## src/design/gtc_pkg.sv

```systemverilog
`timescale 1ns / 1ps

package gtc_pkg;

  localparam int unsigned COORD_BITS_DEF = 16;
  localparam int unsigned TIMER_BITS_DEF = 24;

  localparam int unsigned VALUE_W    = 32;
  localparam int unsigned FUNC_W     = 2;
  localparam int unsigned KIND_W     = 2;
  localparam int unsigned THR_W      = 16;
  localparam int unsigned LONG_W     = 24;
  localparam int unsigned CFG_IDX_W  = 2;
  localparam int unsigned CFG_DATA_W = 24;
  localparam int unsigned CMP_W      = 33;

  localparam logic [VALUE_W-1:0] LIFT_ID = 32'hFFFF_FFFF;

  localparam logic             EN_RST   = 1'b0;
  localparam logic             MODE_RST = 1'b1;
  localparam logic [THR_W-1:0]  THR_RST  = 16'd10;
  localparam logic [LONG_W-1:0] LONG_RST = 24'd500;

  typedef enum logic [FUNC_W-1:0] {
    FUNC_TICK = 2'd0,
    FUNC_X    = 2'd1,
    FUNC_Y    = 2'd2,
    FUNC_ID   = 2'd3
  } func_e;

  typedef enum logic [KIND_W-1:0] {
    KIND_TAP   = 2'd0,
    KIND_LONG  = 2'd1,
    KIND_SWIPE = 2'd2
  } kind_e;

  typedef enum logic [CFG_IDX_W-1:0] {
    REG_ENABLE = 2'd0,
    REG_MODE   = 2'd1,
    REG_THR    = 2'd2,
    REG_LONG   = 2'd3
  } cfg_idx_e;

  typedef struct packed {
    logic              record_enable;
    logic              record_mode;
    logic [THR_W-1:0]  move_threshold;
    logic [LONG_W-1:0] long_press_ms;
    logic              clear_gap;
  } cfg_t;

endpackage

```

## src/design/touch_gesture_classifier.sv

```systemverilog
`timescale 1ns / 1ps
// Channel   Dir  Handshake            Payload
// s_axis    in   tvalid/tready        tuser: func, tdata: event_value
// m_axis    out  tvalid/tready        tuser: gesture_kind, tdata: gesture record
// cfg       in   cfg_valid/cfg_ready  cfg_index_i, cfg_data_i
//
// One item per cycle; a lift result shows on m_axis in the cycle after the lift item is taken.
// The rate is set by the single result register: s_axis_tready is low only
// while that register holds a result that m_axis_tready does not take.
// Asynchronous active-low reset returns all state and registers, except the output data register, to defaults.
// Configuration writes are taken every cycle.

module touch_gesture_classifier #(
  parameter int unsigned COORD_BITS = gtc_pkg::COORD_BITS_DEF,
  parameter int unsigned TIMER_BITS = gtc_pkg::TIMER_BITS_DEF,
  localparam int unsigned OUT_RAW   = 4 * COORD_BITS + 2 * TIMER_BITS + 1,
  localparam int unsigned OUT_W     = ((OUT_RAW + 7) / 8) * 8
) (
  input  logic                           clk_i,
  input  logic                           rst_ni,
  input  logic                           s_axis_tvalid,
  output logic                           s_axis_tready,
  // tdata: event_value
  input  logic [gtc_pkg::VALUE_W-1:0]    s_axis_tdata,
  // tuser: func
  input  logic [gtc_pkg::FUNC_W-1:0]     s_axis_tuser,
  output logic                           m_axis_tvalid,
  input  logic                           m_axis_tready,
  // tdata: start_x, start_y, end_x, end_y, duration_ms, delay_ms, mode_tag, zero pad
  output logic [OUT_W-1:0]               m_axis_tdata,
  // tuser: gesture_kind
  output logic [gtc_pkg::KIND_W-1:0]     m_axis_tuser,
  input  logic                           cfg_valid_i,
  output logic                           cfg_ready_o,
  input  logic [gtc_pkg::CFG_IDX_W-1:0]  cfg_index_i,
  input  logic [gtc_pkg::CFG_DATA_W-1:0] cfg_data_i
);

  localparam int unsigned STAGE_W = gtc_pkg::KIND_W + OUT_W;

  gtc_pkg::cfg_t               cfg;
  logic                        accept;
  logic                        res_valid;
  logic [gtc_pkg::KIND_W-1:0]  res_kind;
  logic [OUT_W-1:0]            res_data;
  logic [STAGE_W-1:0]          stage_out;

  assign accept = s_axis_tvalid & s_axis_tready;

  gtc_cfg_regs u_cfg (
    .clk_i       (clk_i),
    .rst_ni      (rst_ni),
    .cfg_valid_i (cfg_valid_i),
    .cfg_ready_o (cfg_ready_o),
    .cfg_index_i (cfg_index_i),
    .cfg_data_i  (cfg_data_i),
    .cfg_o       (cfg)
  );

  gtc_core #(
    .COORD_BITS (COORD_BITS),
    .TIMER_BITS (TIMER_BITS),
    .OUT_W      (OUT_W)
  ) u_core (
    .clk_i       (clk_i),
    .rst_ni      (rst_ni),
    .cfg_i       (cfg),
    .accept_i    (accept),
    .func_i      (s_axis_tuser),
    .value_i     (s_axis_tdata),
    .res_valid_o (res_valid),
    .res_kind_o  (res_kind),
    .res_data_o  (res_data)
  );

  gtc_out_stage #(
    .WIDTH (STAGE_W)
  ) u_out (
    .clk_i       (clk_i),
    .rst_ni      (rst_ni),
    .in_valid_i  (res_valid),
    .in_data_i   ({res_data, res_kind}),
    .in_ready_o  (s_axis_tready),
    .out_valid_o (m_axis_tvalid),
    .out_ready_i (m_axis_tready),
    .out_data_o  (stage_out)
  );

  assign m_axis_tuser = stage_out[gtc_pkg::KIND_W-1:0];
  assign m_axis_tdata = stage_out[STAGE_W-1:gtc_pkg::KIND_W];

`ifndef ASSERT_OFF
  a_result_from_lift: assert property (@(posedge clk_i) disable iff (!rst_ni)
    $rose(m_axis_tvalid) |-> $past(accept && (s_axis_tuser == gtc_pkg::FUNC_ID) &&
                                   (s_axis_tdata == gtc_pkg::LIFT_ID)))
    else $error("result without an accepted lift");

  a_kind_legal: assert property (@(posedge clk_i) disable iff (!rst_ni)
    m_axis_tvalid |-> (m_axis_tuser == gtc_pkg::KIND_TAP ||
                       m_axis_tuser == gtc_pkg::KIND_LONG ||
                       m_axis_tuser == gtc_pkg::KIND_SWIPE))
    else $error("illegal gesture kind");

  a_ready_when_empty: assert property (@(posedge clk_i) disable iff (!rst_ni)
    !m_axis_tvalid |-> s_axis_tready)
    else $error("input stalled with empty result register");

  a_tick_no_result: assert property (@(posedge clk_i) disable iff (!rst_ni)
    (accept && s_axis_tuser == gtc_pkg::FUNC_TICK && !m_axis_tvalid) |=> !m_axis_tvalid)
    else $error("tick produced a result");
`endif

endmodule

```

## src/design/gtc_cfg_regs.sv

```systemverilog
`timescale 1ns / 1ps

module gtc_cfg_regs (
  input  logic                             clk_i,
  input  logic                             rst_ni,
  input  logic                             cfg_valid_i,
  output logic                             cfg_ready_o,
  input  logic [gtc_pkg::CFG_IDX_W-1:0]    cfg_index_i,
  input  logic [gtc_pkg::CFG_DATA_W-1:0]   cfg_data_i,
  output gtc_pkg::cfg_t                    cfg_o
);

  logic                        enable_q, enable_d;
  logic                        mode_q, mode_d;
  logic [gtc_pkg::THR_W-1:0]   thr_q, thr_d;
  logic [gtc_pkg::LONG_W-1:0]  long_q, long_d;
  logic                        write;
  logic                        clear_gap;

  assign cfg_ready_o = 1'b1;
  assign write       = cfg_valid_i & cfg_ready_o;

  always_comb begin
    enable_d  = enable_q;
    mode_d    = mode_q;
    thr_d     = thr_q;
    long_d    = long_q;
    clear_gap = 1'b0;
    if (write) begin
      case (gtc_pkg::cfg_idx_e'(cfg_index_i))
        gtc_pkg::REG_ENABLE: begin
          enable_d  = cfg_data_i[0];
          clear_gap = cfg_data_i[0];
        end
        gtc_pkg::REG_MODE: mode_d = cfg_data_i[0];
        gtc_pkg::REG_THR:  thr_d  = cfg_data_i[gtc_pkg::THR_W-1:0];
        gtc_pkg::REG_LONG: long_d = cfg_data_i[gtc_pkg::LONG_W-1:0];
        default: ;
      endcase
    end
  end

  always_ff @(posedge clk_i or negedge rst_ni) begin
    if (!rst_ni) begin
      enable_q <= gtc_pkg::EN_RST;
      mode_q   <= gtc_pkg::MODE_RST;
      thr_q    <= gtc_pkg::THR_RST;
      long_q   <= gtc_pkg::LONG_RST;
    end else begin
      enable_q <= enable_d;
      mode_q   <= mode_d;
      thr_q    <= thr_d;
      long_q   <= long_d;
    end
  end

  assign cfg_o.record_enable  = enable_q;
  assign cfg_o.record_mode    = mode_q;
  assign cfg_o.move_threshold = thr_q;
  assign cfg_o.long_press_ms  = long_q;
  assign cfg_o.clear_gap      = clear_gap;

endmodule

```

## src/design/gtc_core.sv

```systemverilog
`timescale 1ns / 1ps

module gtc_core #(
  parameter int unsigned COORD_BITS = gtc_pkg::COORD_BITS_DEF,
  parameter int unsigned TIMER_BITS = gtc_pkg::TIMER_BITS_DEF,
  parameter int unsigned OUT_W      = 120
) (
  input  logic                          clk_i,
  input  logic                          rst_ni,
  input  gtc_pkg::cfg_t                 cfg_i,
  input  logic                          accept_i,
  input  logic [gtc_pkg::FUNC_W-1:0]    func_i,
  input  logic [gtc_pkg::VALUE_W-1:0]   value_i,
  output logic                          res_valid_o,
  output logic [gtc_pkg::KIND_W-1:0]    res_kind_o,
  output logic [OUT_W-1:0]              res_data_o
);

  localparam int unsigned OUT_RAW = 4 * COORD_BITS + 2 * TIMER_BITS + 1;
  localparam int unsigned PAD_W   = OUT_W - OUT_RAW;

  logic [COORD_BITS-1:0] last_x_q, last_x_d, last_y_q, last_y_d;
  logic [COORD_BITS-1:0] down_x_q, down_x_d, down_y_q, down_y_d;
  logic                  touching_q, touching_d;
  logic [TIMER_BITS-1:0] touch_q, touch_d, gap_q, gap_d;

  logic [COORD_BITS-1:0] coord, dx, dy;
  logic                  still, is_long, emit;
  gtc_pkg::kind_e        kind;

  assign coord = value_i[COORD_BITS-1:0];
  assign dx    = (last_x_q >= down_x_q) ? last_x_q - down_x_q : down_x_q - last_x_q;
  assign dy    = (last_y_q >= down_y_q) ? last_y_q - down_y_q : down_y_q - last_y_q;
  assign still = (gtc_pkg::CMP_W'(dx) < gtc_pkg::CMP_W'(cfg_i.move_threshold)) &&
                 (gtc_pkg::CMP_W'(dy) < gtc_pkg::CMP_W'(cfg_i.move_threshold));
  assign is_long = gtc_pkg::CMP_W'(touch_q) > gtc_pkg::CMP_W'(cfg_i.long_press_ms);

  always_comb begin
    if (!still) begin
      kind = gtc_pkg::KIND_SWIPE;
    end else if (is_long) begin
      kind = gtc_pkg::KIND_LONG;
    end else begin
      kind = gtc_pkg::KIND_TAP;
    end
  end

  always_comb begin
    last_x_d   = last_x_q;
    last_y_d   = last_y_q;
    down_x_d   = down_x_q;
    down_y_d   = down_y_q;
    touching_d = touching_q;
    touch_d    = touch_q;
    gap_d      = gap_q;
    emit       = 1'b0;
    if (accept_i) begin
      case (gtc_pkg::func_e'(func_i))
        gtc_pkg::FUNC_TICK: begin
          if (touch_q != {TIMER_BITS{1'b1}}) touch_d = touch_q + 1'b1;
          if (gap_q != {TIMER_BITS{1'b1}})   gap_d   = gap_q + 1'b1;
        end
        gtc_pkg::FUNC_X: if (cfg_i.record_enable) last_x_d = coord;
        gtc_pkg::FUNC_Y: if (cfg_i.record_enable) last_y_d = coord;
        gtc_pkg::FUNC_ID: begin
          if (cfg_i.record_enable) begin
            if (value_i != gtc_pkg::LIFT_ID) begin
              touching_d = 1'b1;
              down_x_d   = last_x_q;
              down_y_d   = last_y_q;
              touch_d    = '0;
            end else if (touching_q) begin
              touching_d = 1'b0;
              emit       = 1'b1;
              gap_d      = '0;
            end
          end
        end
        default: ;
      endcase
    end
    if (cfg_i.clear_gap) gap_d = '0;
  end

  always_ff @(posedge clk_i or negedge rst_ni) begin
    if (!rst_ni) begin
      last_x_q   <= '0;
      last_y_q   <= '0;
      down_x_q   <= '0;
      down_y_q   <= '0;
      touching_q <= 1'b0;
      touch_q    <= '0;
      gap_q      <= '0;
    end else begin
      last_x_q   <= last_x_d;
      last_y_q   <= last_y_d;
      down_x_q   <= down_x_d;
      down_y_q   <= down_y_d;
      touching_q <= touching_d;
      touch_q    <= touch_d;
      gap_q      <= gap_d;
    end
  end

  assign res_valid_o = emit;
  assign res_kind_o  = kind;
  assign res_data_o  = {{PAD_W{1'b0}}, cfg_i.record_mode, gap_q, touch_q,
                        last_y_q, last_x_q, down_y_q, down_x_q};

endmodule

```

## src/design/gtc_out_stage.sv

```systemverilog
`timescale 1ns / 1ps

module gtc_out_stage #(
  parameter int unsigned WIDTH = 122
) (
  input  logic             clk_i,
  input  logic             rst_ni,
  input  logic             in_valid_i,
  input  logic [WIDTH-1:0] in_data_i,
  output logic             in_ready_o,
  output logic             out_valid_o,
  input  logic             out_ready_i,
  output logic [WIDTH-1:0] out_data_o
);

  logic             valid_q;
  logic [WIDTH-1:0] data_q;

  assign in_ready_o = ~valid_q | out_ready_i;

  always_ff @(posedge clk_i or negedge rst_ni) begin
    if (!rst_ni) begin
      valid_q <= 1'b0;
    end else if (in_ready_o) begin
      valid_q <= in_valid_i;
    end
  end

  always_ff @(posedge clk_i) begin
    if (in_ready_o && in_valid_i) begin
      data_q <= in_data_i;
    end
  end

  assign out_valid_o = valid_q;
  assign out_data_o  = data_q;

endmodule
```

## config.mk

```make
export PLATFORM = sky130hd
export DESIGN_NAME = touch_gesture_classifier
export DESIGN_NICKNAME = d
export VERILOG_FILES = /design/src/design/gtc_pkg.sv /design/src/design/touch_gesture_classifier.sv /design/src/design/gtc_cfg_regs.sv /design/src/design/gtc_core.sv /design/src/design/gtc_out_stage.sv
export SDC_FILE = /design/constraint.sdc
export NUM_CORES = 1
export LEC_CHECK = 0
export BUFFER_PORTS_ARGS = -buffer_cell sky130_fd_sc_hd__buf_4
export CORE_ASPECT_RATIO = 1.4
export CORE_MARGIN = 1.5
export CORE_UTILIZATION = 50
export CTS_BUF_LIST = sky130_fd_sc_hd__clkbuf_8
export DETAILED_ROUTE_END_ITERATION = 10
export PLACE_DENSITY = 0.67
export SKIP_LAST_GASP = 1
export SYNTH_ARGS = -nofsm -noshare
export SYNTH_HDL_FRONTEND = slang
export SYNTH_SLANG_ARGS = --single-unit
```

## constraint.sdc

```tcl
create_clock -name clk_i -period 13.1 [get_ports clk_i]
set_clock_uncertainty 0.2 [all_clocks]
set_input_delay 2.62 -clock clk_i [delete_from_list [all_inputs] [get_ports clk_i]]
set_output_delay 2.62 -clock clk_i [all_outputs]
set_load 0.005 [all_outputs]
```

==> summary.md, run 1 <==
- **Pwr Total** 0.00369 W
- **antenna violations before repair** 0
- **initial standard-cell utilization of the core** 50.6%
- **sequential cell area** 7370 um2
- **maximum vdd ir drop** 109 uV
- **Die H** 206 um
- **Worst-path clk slew** 60 ps
- **number of placed I/O pins** 190
- **Initial DRT Pass Iterations** 5
- **CTS root buf** clkbuf_8
- **slowest stage cell, crit path** nand2b_1
- **most frequently used flop master after synthesis** dfrtp_1
- **setup ws final** 7160 ps
- **slew of the pin with the lowest slew margin** 1200 ps
- **critical path data arrival time** 3120 ps
- **fin nets** 1752
- **Setup Slack @ Placement** 7170 ps
- **minimum clock period** 5940 ps
- **buffers from clock root to sink, at most** 3
- **data required time at the worst endpoint** 10280 ps
- **number of setup violations in the final report** 0
- **most common cell after layout, fill and taps aside** buf_4
- **area taken by multi-input logic gates** 6600 um2
- **final clock period utilization by the worst path** 45.3%
- **fraction of layout cells with a size suffix above 1** 20.9%
- **Detail Placement HPWL** 25800 um
- **arithmetic-cell share of the synthesized area counting full adders, half adders and majority gates** 10.6%
- **area of the die** 30500 um2
- **maximum cell stage delay along the critical path** 220 ps
- **synthesis-to-finish area growth** 17.1%
- **overall overflow remaining after global route** 0
- **kind of path behind the tightest hold check** reg2reg
- **post-cts repair resize count** 0
- **kind of end point of the critical path** primary output
- **register bit total from synthesis** 271
- **complex-gate fraction of the synthesized area** 15.6%
- **most frequent CP cell** buf_4
- **maximum number of pins on one net before global-route repair** 67
- **Synth area leaders** dfrtp_1, edfxtp_1, ha_1
- **leading cell types in the layout, fill and taps excluded** buf_4, dfrtp_1, nand2_1
- **clock latency at the later pin of the worst-skew pair** 570 ps
- **number of standard cells after synthesis** 1388
- **filler-free cell count of the finished design** 1978
- **startpoint types** primary input
- **gate family responsible for the most delay along the worst path** buffers and inverters
- **aggregate routed wire length** 34800 um
- **via count of the first global-routing pass** 11.1k
- **GRT Total Usage** 23.4%
- **final number of hold-violating endpoints** 0
- **final antenna-violating net count** 0
- **xor and xnor fraction of the mapped netlist area** 1.73%
- **worst slew margin relative to its limit** 19.7%
- **number of port buffers** 181
- **Max-cap violations** 0
- **Synth cell types** 74
- **multiplexer fraction of the synthesized cell area** 4.60%
- **Core ar.** 29100 um2
- **post-cts hold buffer count** 0
- **total vias in the final route** 11.0k
- **number of core rows** 74
- **CTS Buf Count** 42
- **largest family of logic cells by synthesized area** compound AO/OA/AOI/OAI gates
- **global-route wire length before repair** 56200 um
- **Die Width** 148 um
- **number of flops mapped to enable cells by yosys** 115
- **per-cell routed wire length** 17.6 um
- **unrepaired setup endpoints after global routing** no
- **Setup TNS** 0 ps
- **worst-path cell chain** buf_4, nand2b_1, buf_4
- **fin. max-slew vios** 0
- **Inst Count DP** 1901
- **number of H-tree levels** 2
- **Synth top area share** 25.0%
- **sink count of the clock tree** 271
- **result of the run** completed
- **vias per cell** 5.56
- **area leader, netlist** dfrtp_1
- **final design area excluding fillers** 17200 um2
- **share of synthesized registers carrying an async set or reset** 57.6%
- **placed inst area** 16300 um2
- **Post-Synthesis Mean Instance Area** 10.6 um2
- **number of DRC markers after the initial detailed-route iteration** 522
- **Highest Clock Rate** 168 MHz
- **worst-path maximum fanout** 5
- **synthesized cell area** 14700 um2
- **clock tree from TritonCTS** done
- **final RePlAce weighted congestion** 0.901
- **post-synthesis share of cell area spent on and, or, nand and nor gates** 11.9%
- **critical setup path kind** in2out
- **warning count from the yosys run** 0
- **number of post-CTS setup repair buffers** 0
- **Static Leakage** 7.79 nW
- **combined buffer and inverter count along the critical path** 2
- **number of fillers in the final layout** 2549
- **fraction of the yosys area taken by sequential cells** 50.1%
- **number of diodes** 0
- **power per unit of standard cell area** 214 nW/um2
- **number of design rule violations left after detail routing** 0
-- registers in the layout, summed over array words and instances, names as in the netlist --
name               cells
u_cfg.enable_q         1
u_cfg.long_q          24
u_cfg.mode_q           1
u_cfg.thr_q           16
u_core.down_x_q       16
u_core.down_y_q       16
u_core.gap_q          24
u_core.last_x_q       16
u_core.last_y_q       16
u_core.touch_q        24
u_core.touching_q      1
u_out.out_data_o     115
u_out.out_valid_o      1
-- metal layers --
layer | wire length [um] | global-route usage [%] | vias to the layer above
met1 | 14000 | 27.5 | 5270
met3 | 2080 | 4.88 | 81
met5 | 0 | 0 | -
met4 | 1500 | 11.1 | 0
li1 | - | - | 5333
met2 | 17200 | 40.9 | 320
-- power breakdown --
part	switching [W]	leakage [nW]	internal, W	total (W)
clock network	0.000336	0.502	0.000419	0.000755
logic	0.00102	4.30	0.000762	0.00178
registers	0.000118	2.99	0.00103	0.00115
-- cells in the mapped netlist, types with 16 or more instances --
cell type	n
buf_2	25
nand4_1	44
o21ai_0	96
o21a_1	16
ha_1	118
nand3_1	26
o21ai_1	32
mux2i_1	17
edfxtp_1	115
nor2_1	50
a31oi_1	27
a21oi_1	92
mux2_2	44
dfrtp_1	147
inv_1	122
a21o_1	40
clkbuf_1	20
nand2_1	137
-- kinds of logic (layout without fill, tap and decap cells) --
| logic type | after synthesis | after routing |
|---|---|---|
| compound gates | 372 | 372 |
| xor+xnor | 29 | 29 |
| fa+ha+maj | 122 | 122 |
| buf+inv | 183 | 387 |
| flops | 271 | 271 |
| mux | 62 | 62 |
| other cells | 2 | 8 |
| simple gates | 347 | 347 |
-- path summary, 6_finish.rpt --
path | from | end | slack (ps) | depth (start not counted)
setup / recovery | m_axis_tready | s_axis_tready | 7160 | 3
hold / removal | u_core.down_x_q[15]$_DFFE_PN0P_ | u_out.out_data_o[17]$_DFFE_PP_ | 280 | 0
setup reg to reg | u_core.last_y_q[0]$_DFFE_PN0P_ | u_out.out_data_o[0]$_SDFFCE_PN0P_ | 8320 | 18
hold reg to reg | u_core.down_x_q[15]$_DFFE_PN0P_ | u_out.out_data_o[17]$_DFFE_PP_ | 280 | 0
max in group asynchronous | rst_ni | u_core.gap_q[11]$_DFFE_PN0P_ | 9700 | 2
min in group asynchronous | rst_ni | u_core.down_y_q[2]$_DFFE_PN0P_ | 1810 | 1
-- area by class of cell --
type,count,area share [%]
flip-flops and latches,271,42.8
multi-input cells,940,38.3
repair buffers,188,8.22
clock buffers,52,4.15
well taps,380,2.76
inverters,122,2.66
clock inverters,25,1.11
-- stage by stage --
step           hold slack [ps]  util, %
3_3_place_gp               234     56.1
4_1_cts                    270     59.2
6_report                   278     59.2
2_1_floorplan              220        -
5_1_grt                    287     59.2
3_5_place_dp               246     56.1
Note: power is estimated with default switching activity, not from simulation.
==> run 2: changes to the inputs <==
--- a/config.mk
+++ b/config.mk
@@ -11,7 +11,7 @@
 export CORE_UTILIZATION = 50
 export CTS_BUF_LIST = sky130_fd_sc_hd__clkbuf_8
 export DETAILED_ROUTE_END_ITERATION = 10
-export PLACE_DENSITY = 0.67
+export PLACE_DENSITY = 0.69
 export SKIP_LAST_GASP = 1
 export SYNTH_ARGS = -nofsm -noshare
 export SYNTH_HDL_FRONTEND = slang
==> constraint.sdc (replaced) <==
create_clock -name clk_i -period 5.3 [get_ports clk_i]
set_clock_uncertainty 0.2 [all_clocks]
set_input_delay 1.06 -clock clk_i [delete_from_list [all_inputs] [get_ports clk_i]]
set_output_delay 1.06 -clock clk_i [all_outputs]
set_load 0.005 [all_outputs]
==> run 2 against run 1 <==
  * Cell area decreased by 0.47%
  * Via count grew 0.17%
  * Highest routed layer is now met5
  * Routed wire length up 3.5%
  * Clock power increased by 130%
  * Global-route usage grew 0.39 points
  * Power grew 150%
  * Count of clock-buffer cells in the layout down 8
  * First-iteration DRC count decreased by 4.8%
  * Non-clock buffer count increased by 2
  * Hold slack worse by 3.2 ps
==> summary.md, run 2 (synthesis results as in run 1) <==
- **result of the run** completed
- **worst-path maximum fanout** 11, +6
- **Highest Clock Rate** 234 MHz
- **final antenna-violating net count** 0, unchanged
- **Die H** 206 um, unchanged
- **sink count of the clock tree** 271, unchanged
- **power per unit of standard cell area** 528 nW/um2, +150%
- **placed inst area** 16300 um2, +0.13%
- **post-cts hold buffer count** 0, unchanged
- **number of placed I/O pins** 190, unchanged
- **overall overflow remaining after global route** 0, unchanged
- **slowest stage cell, crit path** dfrtp_1
- **sequential cell area** 7370 um2, unchanged
- **number of flip-flops under the largest register name** 115, unchanged
- **maximum cell stage delay along the critical path** 410 ps, +190 ps
- **via count of the first global-routing pass** 11.0k, -1.1%
- **Detail Placement HPWL** 26600 um, +3.5%
- **clock latency at the later pin of the worst-skew pair** 580 ps, about the same
- **antenna violations before repair** 3, +3
- **critical setup path kind** reg2reg
- **fraction of layout cells with a size suffix above 1** 20.4%, -0.52 points
- **Worst-path clk slew** 70 ps, about the same
- **critical path data arrival time** 4520 ps, +1400 ps
- **worst slew margin relative to its limit** 16.2%, -3.4 points
- **number of core rows** 74, unchanged
- **global-route wire length before repair** 56900 um, +1.2%
- **synthesis-to-finish area growth** 16.6%
- **number of design rule violations left after detail routing** 0, unchanged
- **number of DRC markers after the initial detailed-route iteration** 497, -4.8%
- **area taken by multi-input logic gates** 6610 um2, about the same
- **total vias in the final route** 11.0k, +0.17%
- **per-cell routed wire length** 18.2 um, +3.5%
- **aggregate routed wire length** 36000 um, +3.5%
- **kind of path behind the tightest hold check** reg2reg
- **fin nets** 1752, unchanged
- **Setup TNS** 0 ps, unchanged
- **combined buffer and inverter count along the critical path** 3, +1
- **GRT Total Usage** 23.8%, +0.39 points
- **final design area excluding fillers** 17100 um2, -0.47%
- **post-cts repair resize count** 0, unchanged
- **slew of the pin with the lowest slew margin** 1250 ps, +49.4 ps
- **Initial DRT Pass Iterations** 6, +1
- **vias per cell** 5.57, +0.17%
- **data required time at the worst endpoint** 5550 ps, -4730 ps
- **final number of hold-violating endpoints** 0, unchanged
- **worst-path cell chain** inv_1, ha_1, inv_1, fa_1, a21o_1, a21oi_1, a211o_1, o2111ai_2, buf_4, mux2i_1, xor2_1, ha_1, a21o_1, a21o_1, a21oi_1, o21ai_0, a22oi_1, and4_1
- **number of port buffers** 181, unchanged
- **maximum number of pins on one net before global-route repair** 99, +48%
- **maximum vdd ir drop** 277 uV, +150%
- **number of post-CTS setup repair buffers** 0, unchanged
- **number of H-tree levels** 2, unchanged
- **most common cell after layout, fill and taps aside** buf_4
- **CTS Buf Count** 40, -4.8%
- **leading cell types in the layout, fill and taps excluded** buf_4, dfrtp_1, nand2_1
- **startpoint types** flip-flop
- **Die Width** 148 um, unchanged
- **gate family responsible for the most delay along the worst path** compound AO/OA/AOI/OAI gates
- **number of setup violations in the final report** 0, unchanged
- **Max-cap violations** 0, unchanged
- **CTS root buf** clkbuf_8
- **area of the die** 30500 um2, unchanged
- **most frequent CP cell** a21o_1
- **kind of end point of the critical path** flip-flop
- **unrepaired setup endpoints after global routing** no
- **number of fillers in the final layout** 2532, -0.67%
- **initial standard-cell utilization of the core** 50.6%, unchanged
- **minimum clock period** 4270 ps
- **buffers from clock root to sink, at most** 3, unchanged
- **clock tree from TritonCTS** done
- **final clock period utilization by the worst path** 80.5%
- **Core ar.** 29100 um2, unchanged
- **Static Leakage** 7.77 nW, -0.31%
- **final RePlAce weighted congestion** 0.891, -1.1%
- **fin. max-slew vios** 0, unchanged
[run 2: cell count changes in the layout (fill, tap and decap cells not counted), sizes merged]
| cell | delta |
|---|---|
| diode | +3 |
| clkinvlp | -3 |
| clkbuf | -8 |
| clkinv | +6 |
| buf | +2 |
[run 2: area by class of cell]
class,count,share of cell area [%]
inverters,122,2.67
repair buffers,190,8.34
clock buffers,44,3.53
diodes,3,0.0438
flip-flops and latches,271,43.0
clock inverters,28,1.12
multi-input cells,940,38.5
well taps,380,2.77
[run 2: worst paths after layout]
path / from / end / slack [ps] / cells after the start
worst max-delay path: u_core.last_y_q[0]$_DFFE_PN0P_ / u_out.out_data_o[0]$_SDFFCE_PN0P_ / 1030 / 18
worst min-delay path: u_core.down_x_q[15]$_DFFE_PN0P_ / u_out.out_data_o[17]$_DFFE_PP_ / 270 / 0
worst max register to register: u_core.last_y_q[0]$_DFFE_PN0P_ / u_out.out_data_o[0]$_SDFFCE_PN0P_ / 1030 / 18
worst min register to register: u_core.down_x_q[15]$_DFFE_PN0P_ / u_out.out_data_o[17]$_DFFE_PP_ / 270 / 0
max in group asynchronous: rst_ni / u_cfg.mode_q$_DFFE_PN1P_ / 3500 / 2
min in group asynchronous: rst_ni / u_core.down_y_q[7]$_DFFE_PN0P_ / 370 / 1
[run 2: metrics by stage]
stage	hold WS, ps	std cells	power (W)	setup slack [ps]	utilization [%]
2_1_floorplan	220	1394	0.00625	206	-
3_3_place_gp	253	1903	0.00722	1260	56.2
3_5_place_dp	237	1903	0.00734	1100	56.2
4_1_cts	272	1975	0.00909	1080	58.9
5_1_grt	288	1975	0.00978	818	58.9
6_report	274	1978	0.00904	1030	59.0
[run 2: report_power, final]
part           total, W  internal [W]  switching (W)  leakage, nW
registers       0.00285       0.00256       0.000291         3.00
logic           0.00448       0.00191        0.00257         4.32
clock network   0.00172      0.000910       0.000808        0.453
total           0.00904       0.00538        0.00367         7.77
[run 2: routing by layer]
layer | vias to the layer above | share of wire (%) | global-route usage [%]
met2 | 294 | 50 | 42.1
met5 | - | 0.042 | 0
li1 | 5341 | - | -
met1 | 5291 | 41 | 28.0
met3 | 95 | 4.9 | 4.04
met4 | 2 | 4.4 | 11.4
==> run 3: changes to the inputs <==
==> constraint.sdc (replaced) <==
create_clock -name clk_i -period 3.4 [get_ports clk_i]
set_clock_uncertainty 0.2 [all_clocks]
set_input_delay 0.68 -clock clk_i [delete_from_list [all_inputs] [get_ports clk_i]]
set_output_delay 0.68 -clock clk_i [all_outputs]
set_load 0.005 [all_outputs]
==> run 3 against run 2 <==
  * The flow now finishes with violations (negative setup slack)
  * Fmax rose by 9.0%
  * Register-to-register slack got worse by 1500 ps
  * Power rose by 89%
  * Via count is 7.7% higher
  * Hold slack lost 130 ps
  * Non-clock buffer count is 220 higher
  * Final cell count up 11%
  * Sequential share of layout area shrank 4.3 points
  * Cell area rose by 11%
  * Routed wire length increased by 8.3%
  * Clock power rose by 55%
  * Largest cell class unchanged
  * Largest power group unchanged
==> summary.md, run 3 (synthesis results as in run 1) <==
- **synthesis-to-finish area growth** 29.6%
- **number of design rule violations left after detail routing** 0, unchanged
- **aggregate routed wire length** 39000 um, +8.3%
- **worst-path maximum fanout** 5, -6
- **critical setup path kind** reg2reg
- **filler-free cell count of the finished design** 2197, +11%
- **maximum cell stage delay along the critical path** 410 ps, about the same
- **critical path data arrival time** 4160 ps, -360 ps
- **maximum vdd ir drop** 439 uV, +58%
- **number of placed I/O pins** 190, unchanged
- **Inst Count DP** 2101, +10%
- **minimum clock period** 3920 ps, -352 ps
- **Detail Placement HPWL** 29600 um, +11%
- **number of core rows** 74, unchanged
- **buffers from clock root to sink, at most** 3, unchanged
- **Max-cap violations** 0, unchanged
- **worst slew margin relative to its limit** 50.4%, +34 points
- **per-cell routed wire length** 17.8 um, -2.5%
- **startpoint types** flip-flop
- **number of diodes** 0, -3
- **worst hold-check slack** 142 ps, -133 ps
- **fin nets** 1973, +13%
- **unrepaired setup endpoints after global routing** yes
- **sink count of the clock tree** 271, unchanged
- **leading cell types in the layout, fill and taps excluded** buf_4, dfrtp_1, nand2_1
- **fin. max-slew vios** 0, unchanged
- **GRT Total Usage** 25.9%, +2.1 points
- **CTS root buf** clkbuf_8
- **final core utilization** 65.6%, +6.6 points
- **Initial DRT Pass Iterations** 5, -1
- **final antenna-violating net count** 0, unchanged
- **setup ws final** -516 ps, -1550 ps
- **number of DRC markers after the initial detailed-route iteration** 544, +9.5%
- **global-route wire length before repair** 61700 um, +8.5%
- **combined buffer and inverter count along the critical path** 4, +1
- **most frequent CP cell** a21o_1
- **final RePlAce weighted congestion** 0.900, +1.0%
- **number of setup violations in the final report** 2, +2
- **Die Width** 148 um, unchanged
- **total vias in the final route** 11.9k, +7.7%
- **area of the die** 30500 um2, unchanged
- **overall overflow remaining after global route** 0, unchanged
- **fraction of layout cells with a size suffix above 1** 31.8%, +11 points
- **initial standard-cell utilization of the core** 50.6%, unchanged
- **Core ar.** 29100 um2, unchanged
- **Highest Clock Rate** 255 MHz, +9.0%
- **slowest stage cell, crit path** dfrtp_1
- **maximum number of pins on one net before global-route repair** 76, -23%
- **number of port buffers** 181, unchanged
- **vias per cell** 5.40, -3.1%
- **number of flip-flops under the largest register name** 115, unchanged
- **number of H-tree levels** 2, unchanged
- **Static Leakage** 8.87 nW, +14%
- **number of fillers in the final layout** 2337, -7.7%
- **kind of end point of the critical path** flip-flop
- **Die H** 206 um, unchanged
- **placed inst area** 17900 um2, +9.7%
- **Worst-path clk slew** 70 ps, about the same
- **result of the run** finished, violations left
- **failing checks** negative setup slack
- **final number of hold-violating endpoints** 0, unchanged
- **final clock period utilization by the worst path** 115%, +35 points
- **via count of the first global-routing pass** 12.0k, +9.6%
- **antenna violations before repair** 0, -3
- **data required time at the worst endpoint** 3640 ps, -1910 ps
- **clock latency at the later pin of the worst-skew pair** 570 ps, about the same
- **worst-path cell chain** inv_2, ha_4, inv_2, fa_2, a21o_1, a21oi_2, a211o_1, o2111ai_4, buf_6, buf_12, mux2i_4, xnor2_2, ha_1, a21o_1, a21o_1, a21oi_2, nor2_2, nor3_2, and4_1
- **Pwr Total** 0.0171 W, +89%
- **most common cell after layout, fill and taps aside** buf_4
- **slew of the pin with the lowest slew margin** 743 ps, -508 ps
- **gate family responsible for the most delay along the worst path** compound AO/OA/AOI/OAI gates
- **kind of path behind the tightest hold check** in2reg
- **clock tree from TritonCTS** done
- **power per unit of standard cell area** 895 nW/um2, +70%
- **final design area excluding fillers** 19100 um2, +11%
- **CTS Buf Count** 41, +2.5%
## run 3: cell count changes in the layout (fill, tap and decap cells not counted), sizes merged
cell and change:
dlygate4sd3 +1, buf +219, inv -2, clkinvlp +3
clkbuf +2, bufinv -1, diode -3
## run 3: final timing paths
| check | startpoint | to | slack [ps] | depth (start not counted) |
|---|---|---|---|---|
| max | u_core.last_y_q[0]$_DFFE_PN0P_ | u_out.out_data_o[0]$_SDFFCE_PN0P_ | -520 | 19 |
| min | cfg_data_i[21] | u_cfg.long_q[21]$_DFFE_PN0P_ | 140 | 2 |
| max reg2reg | u_core.last_y_q[0]$_DFFE_PN0P_ | u_out.out_data_o[0]$_SDFFCE_PN0P_ | -520 | 19 |
| max in group asynchronous | rst_ni | u_core.gap_q[13]$_DFFE_PN0P_ | 1770 | 3 |
| min in group asynchronous | rst_ni | u_core.down_x_q[3]$_DFFE_PN0P_ | 500 | 2 |
| min reg2reg | u_core.down_x_q[15]$_DFFE_PN0P_ | u_out.out_data_o[17]$_DFFE_PP_ | 260 | 0 |
## run 3: metal layers
metal	GRT usage, %	wire [um]
met1	29.9	15400
met5	0	0
met2	47.3	20100
met4	11.4	1620
met3	3.91	1850
## run 3: cell type report
cell class | instances | area, um2 | share of cell area (%)
sequential | 271 | 7370 | 38.7
multi-input combinational | 940 | 6760 | 35.4
timing repair buffer | 410 | 3200 | 16.8
clock buffer | 46 | 633 | 3.32
tap | 380 | 475 | 2.49
inverter | 122 | 458 | 2.40
clock inverter | 28 | 176 | 0.925
## run 3: metrics by stage
stage / worst slack [ps] / TNS, ps
finish: -516 / -1010
global route: -659 / -1300
CTS: -407 / -790
detailed placement: -679 / -1340
global placement: -507 / -1010
floorplan: -1310 / -151500
## run 3: worst register-to-register path, delay by kind of cell, from the launching register on
| kind | cells | cell delay (ps) |
|---|---|---|
| and+or+nand+nor | 3 | 460 |
| xor gates and xnor gates | 1 | 150 |
| AOI/OAI and AO/OA | 7 | 1190 |
| adders and majority gates | 3 | 770 |
| muxes | 1 | 180 |
| buffers and inverters | 4 | 400 |
| DFF | 1 | 410 |
## run 3: where the power goes
part	internal, W	switching, W	total [W]	leakage (nW)
combinational	0.00505	0.00502	0.0101	5.43
sequential	0.00399	0.000336	0.00432	2.99
clock	0.00140	0.00127	0.00267	0.443
total	0.0104	0.00663	0.0171	8.87
## run 3: repair_timing
| item | CTS | global route |
|---|---|---|
| setup buffers | 11 | 10 |
| hold endpoints to repair | 64 | 0 |
| endpoints found under the setup margin | 2 | 2 |
| cloned | 0 | 0 |
| hold buffers | 1 | 0 |
| gates resized for setup | 19 | 23 |
| pin swaps | 19 | 29 |
